===== src/hw/rtl/smt_pkg.sv =====
// Shared constants, codes and types for the set membership table.
// No dependencies; imported by smt_seq and set_membership_table_unit.
package smt_pkg;

    localparam int CAPACITY   = 16;
    localparam int ITEM_WIDTH = 32;

    // Fixed field widths of the request and result channels.
    localparam int FUNC_W   = 2;
    localparam int ITEM_W   = 32;
    localparam int STATUS_W = 3;
    localparam int COUNT_W  = 5;

    // Slot index and fill count widths follow from the capacity.
    localparam int IDX_W = (CAPACITY > 1) ? $clog2(CAPACITY) : 1;
    localparam int CNT_W = $clog2(CAPACITY + 1);

    typedef enum logic [FUNC_W-1:0] {
        OP_ADD    = 2'd0,
        OP_REMOVE = 2'd1,
        OP_QUERY  = 2'd2,
        OP_CLEAR  = 2'd3
    } op_t;

    typedef enum logic [STATUS_W-1:0] {
        ST_OK      = 3'd0,
        ST_EMPTY   = 3'd1,
        ST_PRESENT = 3'd2,
        ST_MISSING = 3'd3,
        ST_FULL    = 3'd4
    } status_t;

    typedef struct packed {
        status_t          status;
        logic             found;
        logic [CNT_W-1:0] count;
    } smt_result_t;

    typedef struct packed {
        logic                  we;
        logic [IDX_W-1:0]      waddr;
        logic [ITEM_WIDTH-1:0] wdata;
        logic [IDX_W-1:0]      raddr;
    } smt_ram_req_t;

endpackage


===== src/hw/rtl/smt_ram.sv =====
// Generic simple dual-port RAM: one write port, one read port, registered read.
// No dependencies.
module smt_ram #(
    parameter int WIDTH = 32,
    parameter int DEPTH = 16
) (
    input  logic                                         aclk,
    input  logic                                         we,
    input  logic [((DEPTH > 1) ? $clog2(DEPTH) : 1)-1:0] waddr,
    input  logic [WIDTH-1:0]                             wdata,
    input  logic [((DEPTH > 1) ? $clog2(DEPTH) : 1)-1:0] raddr,
    output logic [WIDTH-1:0]                             rdata
);

    logic [WIDTH-1:0] mem [DEPTH];
    logic [WIDTH-1:0] rdata_reg;

    always_ff @(posedge aclk) begin
        if (we) begin
            mem[waddr] <= wdata;
        end
        rdata_reg <= mem[raddr];
    end

    assign rdata = rdata_reg;

endmodule


===== src/hw/rtl/smt_seq.sv =====
// Request sequencer: scans the entry RAM, resolves add/remove/query/clear,
// compacts the list on remove and keeps the fill count. Depends on smt_pkg.
module smt_seq (
    input  logic                              aclk,
    input  logic                              aresetn,
    input  logic                              in_valid,
    output logic                              in_ready,
    input  logic [smt_pkg::FUNC_W-1:0]        in_func,
    input  logic [smt_pkg::ITEM_W-1:0]        in_item,
    input  logic                              out_free,
    output logic                              done,
    output smt_pkg::smt_result_t              result,
    output smt_pkg::smt_ram_req_t             ram_req,
    input  logic [smt_pkg::ITEM_WIDTH-1:0]    ram_rdata
);
    import smt_pkg::*;

    typedef enum logic [1:0] {
        S_IDLE,
        S_SCAN,
        S_SHIFT
    } state_t;

    state_t                state_reg, state_next;
    op_t                   op_reg, op_next;
    logic [ITEM_WIDTH-1:0] item_reg, item_next;
    logic [IDX_W-1:0]      idx_reg, idx_next;
    logic [CNT_W-1:0]      held_reg, held_next;

    logic                  accept;
    logic [CNT_W-1:0]      idx_inc;
    logic                  more;
    logic                  hit;
    logic                  fin_go;
    logic                  fin_pres;
    op_t                   fin_op;
    logic [ITEM_WIDTH-1:0] fin_item;

    assign in_ready = (state_reg == S_IDLE) && out_free;
    assign accept   = in_valid && in_ready;
    assign idx_inc  = CNT_W'(idx_reg) + CNT_W'(1);
    assign more     = idx_inc < held_reg;
    assign hit      = ram_rdata == item_reg;

    always_comb begin
        state_next = state_reg;
        op_next    = op_reg;
        item_next  = item_reg;
        idx_next   = idx_reg;
        held_next  = held_reg;
        fin_go     = 1'b0;
        fin_pres   = 1'b0;
        fin_op     = op_reg;
        fin_item   = item_reg;
        done       = 1'b0;
        result     = '{status: ST_OK, found: 1'b0, count: held_reg};
        ram_req    = '{we: 1'b0, waddr: '0, wdata: item_reg, raddr: idx_reg};

        unique case (state_reg)
            S_IDLE: begin
                if (accept) begin
                    op_next   = op_t'(in_func);
                    item_next = in_item[ITEM_WIDTH-1:0];
                    if (held_reg == '0) begin
                        // Nothing to scan: resolve at once.
                        fin_go   = 1'b1;
                        fin_op   = op_t'(in_func);
                        fin_item = in_item[ITEM_WIDTH-1:0];
                    end else begin
                        ram_req.raddr = '0;
                        idx_next      = '0;
                        state_next    = S_SCAN;
                    end
                end
            end
            S_SCAN: begin
                if (hit && op_reg == OP_REMOVE && more) begin
                    // Start compacting: pull the next entry down.
                    ram_req.raddr = idx_inc[IDX_W-1:0];
                    idx_next      = idx_inc[IDX_W-1:0];
                    state_next    = S_SHIFT;
                end else if (hit || !more) begin
                    fin_go     = 1'b1;
                    fin_pres   = hit;
                    state_next = S_IDLE;
                end else begin
                    ram_req.raddr = idx_inc[IDX_W-1:0];
                    idx_next      = idx_inc[IDX_W-1:0];
                end
            end
            S_SHIFT: begin
                ram_req.we    = 1'b1;
                ram_req.waddr = idx_reg - IDX_W'(1);
                ram_req.wdata = ram_rdata;
                if (more) begin
                    ram_req.raddr = idx_inc[IDX_W-1:0];
                    idx_next      = idx_inc[IDX_W-1:0];
                end else begin
                    fin_go     = 1'b1;
                    fin_pres   = 1'b1;
                    state_next = S_IDLE;
                end
            end
            default: begin
                state_next = S_IDLE;
            end
        endcase

        if (fin_go) begin
            done = 1'b1;
            result.found = fin_pres;
            case (fin_op)
                OP_ADD: begin
                    if (fin_pres) begin
                        result.status = ST_PRESENT;
                    end else if (held_reg >= CNT_W'(CAPACITY)) begin
                        result.status = ST_FULL;
                    end else begin
                        // Append at the tail.
                        ram_req.we    = 1'b1;
                        ram_req.waddr = held_reg[IDX_W-1:0];
                        ram_req.wdata = fin_item;
                        held_next     = held_reg + CNT_W'(1);
                    end
                end
                OP_REMOVE: begin
                    if (held_reg == '0) begin
                        result.status = ST_EMPTY;
                    end else if (!fin_pres) begin
                        result.status = ST_MISSING;
                    end else begin
                        held_next = held_reg - CNT_W'(1);
                    end
                end
                OP_QUERY: begin
                    if (held_reg == '0) begin
                        result.status = ST_EMPTY;
                    end
                end
                default: begin
                    held_next = '0;
                end
            endcase
            result.count = held_next;
        end
    end

    always_ff @(posedge aclk) begin
        if (!aresetn) begin
            state_reg <= S_IDLE;
            held_reg  <= '0;
            idx_reg   <= '0;
        end else begin
            state_reg <= state_next;
            held_reg  <= held_next;
            idx_reg   <= idx_next;
        end
        op_reg   <= op_next;
        item_reg <= item_next;
    end

    a_held_bound: assert property (@(posedge aclk) disable iff (!aresetn)
        held_reg <= CNT_W'(CAPACITY))
        else $error("fill count above capacity");

    a_shift_only_remove: assert property (@(posedge aclk) disable iff (!aresetn)
        state_reg == S_SHIFT |-> op_reg == OP_REMOVE)
        else $error("compaction outside a remove");

    a_scan_in_range: assert property (@(posedge aclk) disable iff (!aresetn)
        state_reg != S_IDLE |-> CNT_W'(idx_reg) < held_reg)
        else $error("scan index beyond fill count");

    a_add_grows: assert property (@(posedge aclk) disable iff (!aresetn)
        done && fin_op == OP_ADD && result.status == ST_OK
        |=> held_reg == $past(held_reg) + CNT_W'(1))
        else $error("successful add did not grow the set");

    a_done_idle: assert property (@(posedge aclk) disable iff (!aresetn)
        done |=> state_reg == S_IDLE)
        else $error("sequencer busy after a result");

endmodule


===== src/hw/rtl/set_membership_table_unit.sv =====
// Empty set: a request resolves on accept. Else entries are read in order from slot 0
// to a match (all held entries on a miss); a remove then shifts later entries down.
// Throughput: one request at a time, set by the single read port of the entry RAM.
// A request is taken only in idle, with the output register empty or being read out.
// Reset (aresetn, synchronous, active low) empties the set; entry RAM is not cleared.
module set_membership_table_unit (
    input  logic                          aclk,
    input  logic                          aresetn,
    input  logic                          s_valid,
    output logic                          s_ready,
    input  logic [smt_pkg::FUNC_W-1:0]    s_func,
    input  logic [smt_pkg::ITEM_W-1:0]    s_item,
    output logic                          m_valid,
    input  logic                          m_ready,
    output logic [smt_pkg::STATUS_W-1:0]  m_status,
    output logic                          m_found,
    output logic [smt_pkg::COUNT_W-1:0]   m_count
);
    import smt_pkg::*;

    logic                  out_free;
    logic                  done;
    smt_result_t           result;
    smt_ram_req_t          ram_req;
    logic [ITEM_WIDTH-1:0] ram_rdata;

    logic                  m_valid_reg;
    logic [STATUS_W-1:0]   m_status_reg;
    logic                  m_found_reg;
    logic [COUNT_W-1:0]    m_count_reg;

    assign out_free = !m_valid_reg || m_ready;

    smt_seq u_seq (
        .aclk      (aclk),
        .aresetn   (aresetn),
        .in_valid  (s_valid),
        .in_ready  (s_ready),
        .in_func   (s_func),
        .in_item   (s_item),
        .out_free  (out_free),
        .done      (done),
        .result    (result),
        .ram_req   (ram_req),
        .ram_rdata (ram_rdata)
    );

    smt_ram #(
        .WIDTH (ITEM_WIDTH),
        .DEPTH (CAPACITY)
    ) u_entries (
        .aclk  (aclk),
        .we    (ram_req.we),
        .waddr (ram_req.waddr),
        .wdata (ram_req.wdata),
        .raddr (ram_req.raddr),
        .rdata (ram_rdata)
    );

    // Hold the result until the downstream transfer completes.
    always_ff @(posedge aclk) begin
        if (!aresetn) begin
            m_valid_reg <= 1'b0;
        end else if (done) begin
            m_valid_reg <= 1'b1;
        end else if (m_ready) begin
            m_valid_reg <= 1'b0;
        end
        if (done) begin
            m_status_reg <= result.status;
            m_found_reg  <= result.found;
            m_count_reg  <= COUNT_W'(result.count);
        end
    end

    assign m_valid  = m_valid_reg;
    assign m_status = m_status_reg;
    assign m_found  = m_found_reg;
    assign m_count  = m_count_reg;

endmodule

===== config.mk =====
export PLATFORM = sky130hd
export DESIGN_NAME = set_membership_table_unit
export DESIGN_NICKNAME = d
export VERILOG_FILES = /design/src/hw/rtl/smt_pkg.sv /design/src/hw/rtl/smt_ram.sv /design/src/hw/rtl/smt_seq.sv /design/src/hw/rtl/set_membership_table_unit.sv
export SDC_FILE = /design/constraint.sdc
export NUM_CORES = 1
export LEC_CHECK = 0
export ABC_AREA = 1
export BUFFER_PORTS_ARGS = -buffer_cell sky130_fd_sc_hd__buf_4
export CAP_MARGIN = 20
export CORE_AREA = 2 2 303 305
export CTS_CLUSTER_DIAMETER = 60
export CTS_CLUSTER_SIZE = 28
export DETAILED_ROUTE_END_ITERATION = 7
export DIE_AREA = 0 0 305 307
export GPL_TIMING_DRIVEN = 1
export SLEW_MARGIN = 40
export SYNTH_ARGS = -nofsm -noshare
export SYNTH_HDL_FRONTEND = slang
export SYNTH_SLANG_ARGS = --single-unit

===== constraint.sdc =====
create_clock -name aclk -period 8.2 [get_ports aclk]
set_input_delay 0.82 -clock aclk [delete_from_list [all_inputs] [get_ports aclk]]
set_output_delay 0.82 -clock aclk [all_outputs]
set_load 0.05 [all_outputs]

==> run summary <==
Final Max Tran Viols -> 0
Peak Freq -> 188 MHz
Ant. Diodes -> 0
final net count -> 2655
Syn Std Cell Area -> 26800 µm²
Die Wd -> 305 µm
CP endpoint kind -> flop
Post-synth EDFFs -> 555
setup TNS -> 0 ps
max FFs per register -> 512
placed cells -> 3749
critical path class -> flop to flop
Avg Inst Size Synth -> 10.2 µm²
vias in the first global route -> 16900
dominant synthesized flop cell -> edfxtp_1
CTS Buf Count -> 38
Wirelength per Cell -> 18.8 µm
RePlAce Congestion -> 0.789
critical path arrival -> 5530 ps
clock sinks -> 599
grt ovf -> 0
worst slew pin tran -> 872 ps
DR iter-0 viols -> 2107
fin cells -> 3820
first-pass GRT wire length -> 108000 µm
root buf cell -> clkbuf_16
Die Ht -> 307 µm
Starting Density -> 29.6%
WP data required -> 8420 ps
max cap viols -> 0
status -> finished clean
clock skew -> 39.8 ps
H-Tree Depth -> 2
dpl hpwl -> 36100 µm
clk slew on worst S/H paths -> 100 ps
final setup fails -> 0
final hold vios -> 0
Unique masters post-synth -> 38
Row Count -> 111
DRT Pass-1 Iters -> 5
Post-CTS Setup Inserts -> 0
minimum clock period -> 5310 ps
Post-CTS Hold Buffers -> 0
io pins -> 49
share of cells above drive strength 1 -> 9.49%
#FFs+latches synth -> 599
die area -> 93600 µm²
vias per cell -> 4.84
leakage power -> 11.8 nW
hold crit path type -> input port to flop
DRC violations left -> 0
post-route ant nets -> 0
PortBufs -> 48
synthesis-to-finish area growth -> 11.4%
Total GRT Usage -> 15.0%
largest net degree at the start of global routing -> 161
Final Cycle Share -> 64.7%
Max FO, Critical Path -> 74
final wirelength -> 71900 µm
peak supply drop -> 0.150 mV
CTS tree -> done
ys async rst share -> 0%
clock latency on the worst-skew pair -> 610 ps
Synthesized Nets -> 2687
Pwr Density -> 312 nW/µm²
Post-Syn Instances -> 2637
Max transition margin -> 41.8%
RSZ-0062 raised after global routing -> no
post-CTS sizing -> 0
Fillers -> 9085
Worst setup SP type -> flop
via count -> 18500
CTS Buffer Depth -> 3
Yosys warnings -> 0
CORE AREA -> 90700 µm²
Seq/Total Area, Yosys -> 65.4%
initial antenna violation count -> 1
==> final cells by class <==
cell class / count / area [µm²] / share of cell area [%]
multi-input cells: 1542 / 7480 / 25.0
inverters: 340 / 1290 / 4.30
clock buffers: 40 / 980 / 3.28
well taps: 1186 / 1480 / 4.96
flip-flops and latches: 599 / 17500 / 58.7
repair buffers: 84 / 727 / 2.43
clock inverters: 29 / 384 / 1.29
==> kinds of logic (layout without fill, tap and decap cells) <==
| group | count (synthesis) | count (layout) | share of synthesized area, % |
|---|---|---|---|
| compound gates | 136 | 136 | 3.03 |
| xor+xnor | 27 | 27 | 0.881 |
| fa+ha+maj | 12 | 12 | 0.560 |
| buf+inv | 496 | 493 | 7.90 |
| flops | 599 | 599 | 65.4 |
| simple gates | 1367 | 1367 | 22.2 |
==> metal layers <==
metal	share of wire (%)	vias to the layer above	wire length, µm	GRT usage (%)
met5	0.014	-	10	0
met4	1.9	2	1360	3.78
met3	7.3	80	5220	2.09
met2	45	645	32200	23.2
met1	46	9011	33100	22.1
li1	-	8768	-	-
==> critical path, cell delays in order (launching register included) <==
cell,delay (ps)
dfxtp_1,490
inv_1,210
ha_1,370
ha_1,290
a21oi_1,160
o21a_2,190
nor2_1,60
inv_2,130
o21ai_1,70
nand3_1,300
nand2_1,180
nor2_2,250
nand2_8,410
o21ai_2,360
nand2_1,280
nor2_4,630
buf_4,550
==> path summary, 6_finish.rpt <==
path | startpoint | to | slack (ps) | cells after the start
max | u_seq.idx_reg[0] | u_entries.mem[14][28] | 2890 | 16
max reg2reg | u_seq.idx_reg[0] | u_entries.mem[14][28] | 2890 | 16
min | s_item[13] | u_seq.item_reg[13] | 400 | 1
min reg2reg | m_valid | m_valid | 510 | 2
==> through the flow <==
step | cell area [µm²] | total power, mW | hold slack (ps) | util [%] | worst slack [ps]
finish | 29900 | 9.33 | 403 | 33.0 | 2890
global route | 29900 | 9.80 | 394 | 33.0 | 2560
CTS | 29800 | 9.37 | 380 | 32.9 | 2880
detailed placement | 28500 | 7.20 | 495 | 31.4 | 2910
global placement | 28300 | 7.11 | 492 | 31.2 | 2750
floorplan | 26800 | 6.32 | 490 | - | 3590
==> where the power goes <==
| group | switching, mW | internal (mW) |
|---|---|---|
| clock | 1.16 | 1.04 |
| combinational | 1.81 | 0.606 |
| sequential | 0.192 | 4.52 |
==> cells in the mapped netlist (all sizes together) (23+ instances only) <==
cell	instances	area [µm²]
inv	337	1260
buf	131	748
o21ai	50	277
nor2	85	352
nand2	682	2570
a21oi	45	229
dfxtp	44	881
edfxtp	555	16700
clkbuf	25	93.8
a211oi	32	240
xnor2	23	201
nand3	593	2990
==> cell usage in the layout (no fill, tap or decap), drive strengths merged, types with 12 or more instances in the layout <==
| master | Yosys | final |
|---|---|---|
| ha | 12 | 12 |
| edfxtp | 555 | 555 |
| nand3 | 593 | 593 |
| xnor2 | 23 | 23 |
| nand2 | 682 | 682 |
| nor2 | 85 | 85 |
| dfxtp | 44 | 44 |
| a211oi | 32 | 32 |
| a21oi | 45 | 45 |
| o21ai | 50 | 50 |
| clkbuf | 25 | 40 |
| inv | 337 | 353 |
| buf | 131 | 84 |
Note: power is estimated with default switching activity, not from simulation.
